===== config.mk =====
export PLATFORM = sky130hd
export DESIGN_NAME = sar_ctrl
export DESIGN_NICKNAME = d
export VERILOG_FILES = /design/src/sar_pkg.sv /design/src/sar_ctrl.sv
export SDC_FILE = /design/constraint.sdc
export NUM_CORES = 1
export LEC_CHECK = 0
export BUFFER_PORTS_ARGS = -buffer_cell sky130_fd_sc_hd__buf_2
export CAP_MARGIN = 40
export CORE_AREA = 2 2 39 41
export DETAILED_ROUTE_END_ITERATION = 6
export DIE_AREA = 0 0 41 43
export SLEW_MARGIN = 10
export SYNTH_ARGS = -nofsm -noshare
export SYNTH_HDL_FRONTEND = slang
export SYNTH_SLANG_ARGS = --single-unit
export TNS_END_PERCENT = 5

===== constraint.sdc =====
create_clock -name aclk -period 1.03 [get_ports aclk]
set_clock_uncertainty 0.1 [all_clocks]
set_input_delay 0.1545 -clock aclk [delete_from_list [all_inputs] [get_ports aclk]]
set_output_delay 0.1545 -clock aclk [all_outputs]
set_load 0.005 [all_outputs]

===== src/sar_pkg.sv =====
// ============================================================================
// sar_pkg
// Shared constants, operation codes and controller/datapath interface types
// for the sprite attribute resolver.
// ============================================================================
package sar_pkg;

    // Default sizes, handed to the top level as parameter defaults.
    localparam int SPRITE_COUNT_DEF     = 1024;
    localparam int EXTENDED_ENTRIES_DEF = 16384;

    // Fixed byte-level sizes of the stores.
    localparam int SPRITE_ROW_BYTES = 8;     // bytes per sprite record
    localparam int SPRITE_LANES     = 5;     // bytes of a record that are used
    localparam int OFFSET_ROWS      = 256;   // 4-byte offset entries
    localparam int OFFSET_LANES     = 4;
    localparam int EXT_LANES        = 4;

    // Width of the shared modulo unit's result (holds up to 16383).
    localparam int MOD_W = 14;

    // Request operation codes.
    localparam logic [2:0] OP_WR_SPRITE   = 3'd0;
    localparam logic [2:0] OP_WR_INDEX    = 3'd1;
    localparam logic [2:0] OP_WR_OFFSET   = 3'd2;
    localparam logic [2:0] OP_WR_EXTENDED = 3'd3;
    localparam logic [2:0] OP_RESOLVE     = 3'd4;

    // Commands from the controller to the datapath.
    typedef struct packed {
        logic wr_en;      // store the accepted write request
        logic load_addr;  // capture the sprite number of a resolve request
        logic mod_sel;    // modulo unit operand: 0 sprite number, 1 extended pointer
        logic spr_rd;     // read sprite record and index byte
        logic off_rd;     // read offset entry
        logic ext_rd;     // read extended entry
        logic out_load;   // load the result register
    } sar_cmd_t;

    // Status from the datapath to the controller.
    typedef struct packed {
        logic is_ext;     // offset entry points into the extended table
        logic out_free;   // result register can take a new result
    } sar_status_t;

endpackage


===== src/sar_ctrl.sv =====
// ============================================================================
// sar_ctrl
// Controller for the sprite attribute resolver. Accepts requests, sequences
// the modulo unit and the dependent memory reads of a resolve, and loads the
// result register.
// ============================================================================
module sar_ctrl (
    input  logic                 aclk,
    input  logic                 aresetn,
    input  logic                 s_valid,
    input  logic [2:0]           s_op,
    output logic                 s_ready,
    input  sar_pkg::sar_status_t status,
    output sar_pkg::sar_cmd_t    cmd
);

    localparam logic [2:0] ST_IDLE   = 3'd0;
    localparam logic [2:0] ST_SMOD   = 3'd1;
    localparam logic [2:0] ST_RD_SPR = 3'd2;
    localparam logic [2:0] ST_RD_OFF = 3'd3;
    localparam logic [2:0] ST_CHK    = 3'd4;
    localparam logic [2:0] ST_EMOD   = 3'd5;
    localparam logic [2:0] ST_RD_EXT = 3'd6;
    localparam logic [2:0] ST_OUT    = 3'd7;

    // Last value of the modulo wait count; the unit's result is valid in the state that follows.
    localparam logic [1:0] MOD_LAST = 2'd2;

    logic [2:0] state_reg, state_next;
    logic [1:0] cnt_reg, cnt_next;
    logic       accept;

    assign s_ready = (state_reg == ST_IDLE);
    assign accept  = s_valid && s_ready;

    // Next state and command decode.
    always_comb begin
        state_next    = state_reg;
        cnt_next      = cnt_reg;
        cmd           = '0;
        cmd.wr_en     = accept && (s_op != sar_pkg::OP_RESOLVE);
        cmd.load_addr = accept && (s_op == sar_pkg::OP_RESOLVE);
        case (state_reg)
            ST_IDLE: begin
                cnt_next = '0;
                if (accept && s_op == sar_pkg::OP_RESOLVE) begin
                    state_next = ST_SMOD;
                end
            end
            ST_SMOD: begin
                cnt_next = cnt_reg + 2'd1;
                if (cnt_reg == MOD_LAST) begin
                    state_next = ST_RD_SPR;
                end
            end
            ST_RD_SPR: begin
                cmd.spr_rd = 1'b1;
                state_next = ST_RD_OFF;
            end
            ST_RD_OFF: begin
                cmd.off_rd = 1'b1;
                state_next = ST_CHK;
            end
            ST_CHK: begin
                cnt_next = '0;
                if (status.is_ext) begin
                    state_next = ST_EMOD;
                end else begin
                    state_next = ST_OUT;
                end
            end
            ST_EMOD: begin
                cmd.mod_sel = 1'b1;
                cnt_next    = cnt_reg + 2'd1;
                if (cnt_reg == MOD_LAST) begin
                    state_next = ST_RD_EXT;
                end
            end
            ST_RD_EXT: begin
                cmd.ext_rd = 1'b1;
                state_next = ST_OUT;
            end
            ST_OUT: begin
                if (status.out_free) begin
                    cmd.out_load = 1'b1;
                    state_next   = ST_IDLE;
                end
            end
            default: begin
                state_next = ST_IDLE;
            end
        endcase
    end

    always_ff @(posedge aclk) begin
        if (!aresetn) begin
            state_reg <= ST_IDLE;
            cnt_reg   <= '0;
        end else begin
            state_reg <= state_next;
            cnt_reg   <= cnt_next;
        end
    end

endmodule


# Word-level counts from Yosys, hierarchy flattened
# Index checks and enable logic that the tools add are counted.
# totals
reg_bits,5
input_bits,8
out_inout_bits,8
elab_cells,38
# op_classes
add_sub_neg,1
eq_ne,14
muxes,13
reduce_logical,8
# ops
operator,n
$pmux 3 s8,1
$eq 3x3->1 const B,5
$mux 3,4
$eq 3x2->1 const B,2
$mux 1,6
$ne 2x2->1 const B,3
$pmux 2 s2,1
$reduce_and 4->1,1
$reduce_or 2->1,2
$eq 3x1->1 const B,1
$logic_and 1x1->1,3
$logic_not 3->1,1
$ne 3x3->1 const B,1
$add 2x1->2 const B,1
$eq 2x2->1 const B,1
$mux 2,1
$ne 2x1->1 const B,1
$reduce_bool 2->1,1

# Depth between registers and ports, before layout
# logic_depth
ltp_word,5
ltp_mapped,5
mapped_depth_nobuf,5

# Least setup slack after synthesis
# Ideal clock, no wire load.
# synth_path
path_type,register -> output
from,register state_reg[0]
to,output port cmd[5] (netlist name)
t_arrival_ps,884
setup_slack_ps,-108
path_stages_with_launch,4
cell_sequence,dfxtp_1 clkbuf_2 nor3_4 and3_1
# synth_rtl
item,line_no,source
"start, declared",sar_ctrl.sv:29,"logic [2:0] state_reg, state_next;"
"start signal, assigned",sar_ctrl.sv:100,state_reg <= state_next;
"end, declared",sar_ctrl.sv:14,output sar_pkg::sar_cmd_t cmd

==> metrics.txt <==
status=finished with violations; failing checks=setup timing; Die ar.=around 1800 sq um; cell area after layout=a little over 500 sq um; Routed WL=727 um; Post-Layout Cell Count=80; DRC errors left=0; First-pass DRT Iterations=2; max reg flops=3; commonest non-fill, non-tap cells in the layout=buf_2, buf_4, nand2_1; Seq/Total Area, Yosys=a little under a third; Reg2Reg Setup Slack=-0.07 ns; most common cell after layout, fill and taps aside=buf_2; Sequential Power Share=between 40% and 50%; worst hold slack=0.0759 ns; wire per inst=around 9.1 um; Yosys cell types=18; clock sink total=5; NetSw=approximately 0.00010 W; pin count of the biggest net entering global routing=9; HP Class=in2reg; Final HPWL DP=approximately 570 um; Logic pwr share=about a tenth; Setup CP Type=reg2out; clock share of power=between 40% and 50%; clock latency on the worst-skew pair=around 0.24 ns; max-slew violations=0; CP arrival=between 1 and 1.5 ns; DP Cell Count=76; pre-CTS setup slack=-0.189 ns; Cell Int Power=0.000365 W; crit path max fanout=8; # IOs=16; Power per Cell Area=approximately 900 nW/um^2; CTS tree=yes; Port Buf Inserts=15; clock tree buffer depth=2; Avg Vias per Cell=around 4.3; endpoints failing setup=9; synthesized area=~320 sq um; global-route wire length before repair=1100 um; vias in the first global route=289; Slew @ Worst Pin=between 0.2 and 0.25 ns; Final nets=74; post-route antenna net violation count=0; Max-cap violations=0; DRT iter0 DRCs=1; share of cells above drive strength 1=59.4%; setup ws final=-0.313 ns; Worst VDD drop=between 0.0004 and 0.0005 V; GPL Wtd Cong=between 0.7 and 0.8; Final Hold Vio Count=0; DR vias=342; core area=~1400 sq um; Yosys Warn Count=0; ant diodes=0; Mapped Cells=40; Mapped Nets=approximately 50; Yosys reg bits=5; height of the die=43 um; Worst EP required=around 0.78 ns; Die X=a little over 40 um; crit end category=output port; GRT Residual Overflow=0; H-tree levels=1; Setup TNS=-1.94 ns; Fmax=between 700 and 800 MHz; initial antenna violation count=0; switch share=22.3%; Slew HR=between 80% and 90%; Reg clk slew, reported paths=roughly 0.040 ns; CP startpoint kind=flop; Post-CTS Setup Inserts=0; Layout area overhead=60.7%; CTS root buf=clkbuf_4; RSZ-0062 raised after global routing=true; # rows=14; gr usage total=9.46%; post-placement cell area=about 450 sq um; syn_area_per_cell=around 8 sq um; # hold bufs at CTS=0; Num CTS Buffers=3; min Tclk post-route=1.34 ns; Starting Density=~23%; Period Utilization, post-route=130%; Pleak=approximately 0.24 nW
-- final timing paths --
check / endpoint / from / depth (start not counted)
max: cmd[0] / state_reg[0] / 3
min: cnt_reg[1] / aresetn / 2
max reg2reg: state_reg[0] / cnt_reg[0] / 5
min reg2reg: state_reg[1] / state_reg[0] / 2
-- power by group through the flow --
stage / registers (W) / logic [W] / clock network, W
after floorplan: 0.000201 / 0.0000206 / 0
after global placement: 0.000204 / 0.0000444 / 0
after detailed placement: 0.000204 / 0.0000446 / 0
after CTS: 0.000197 / 0.0000451 / 0.000237
after global routing: 0.000198 / 0.0000511 / 0.000241
final: 0.000197 / 0.0000460 / 0.000227
-- critical path, cell delays in order (launching register included) --
cell and delay [ns]:
dfxtp_4 0.40, nand2_1 0.14, nor2_2 0.17, buf_2 0.13
-- synth_stat cells --
| library cell | number | area [sq um] |
|---|---|---|
| inv_1 | 3 | 11.3 |
| a211oi_1 | 2 | 15.0 |
| clkbuf_8 | 1 | 13.8 |
| nand2_1 | 6 | 22.5 |
| nor3_4 | 1 | 16.3 |
| nor3b_1 | 3 | 22.5 |
| nor3b_2 | 1 | 12.5 |
| dfxtp_1 | 5 | 100 |
| nand2b_1 | 1 | 6.26 |
| and3_1 | 1 | 6.26 |
| a21oi_1 | 1 | 5.00 |
| a221oi_2 | 1 | 15.0 |
| clkbuf_2 | 1 | 5.00 |
| and2_1 | 2 | 12.5 |
| nor2_1 | 6 | 22.5 |
| o21ai_0 | 3 | 15.0 |
| and2b_1 | 1 | 7.51 |
| ha_1 | 1 | 12.5 |
-- repair_timing --
item / CTS / global route
setup endpoints to repair: 13 / 13
gates cloned: 0 / 0
pin swaps: 1 / 3
gates resized for setup: 9 / 6
-- cell families (layout without fill, tap and decap cells) --
logic type / Yosys count / in the layout / share of synthesized area, %
AOI/OAI and AO/OA: 7 / 7 / 15.6
adders and majority gates: 1 / 1 / 3.89
and+or+nand+nor: 22 / 22 / 40.1
DFF: 5 / 5 / 31.1
buffers and inverters: 5 / 29 / 9.34
-- routing by layer --
layer | vias to the layer above | wire [um] | track usage [%]
met5 | - | 0 | 0
li1 | 182 | - | -
met4 | 0 | 19 | 8.00
met2 | 14 | 340 | 14.4
met1 | 144 | 300 | 10.7
met3 | 2 | 67 | 1.57
-- cell type report --
type,count,area (sq um)
sequential,5,110
fill,146,867
clock buffer,4,26.3
multi-input combinational,30,221
timing repair buffer,22,128
inverter,3,11.3
tap,16,20.0
-- per-stage QoR --
stage	utilization, %	total power, W
after floorplan	-	0.000221
after CTS	35.5	0.000479
after global placement	32.5	0.000248
after detailed placement	32.5	0.000249
final	37.3	0.000470
after global routing	37.3	0.000490
Note: power is estimated with default switching activity, not from simulation.
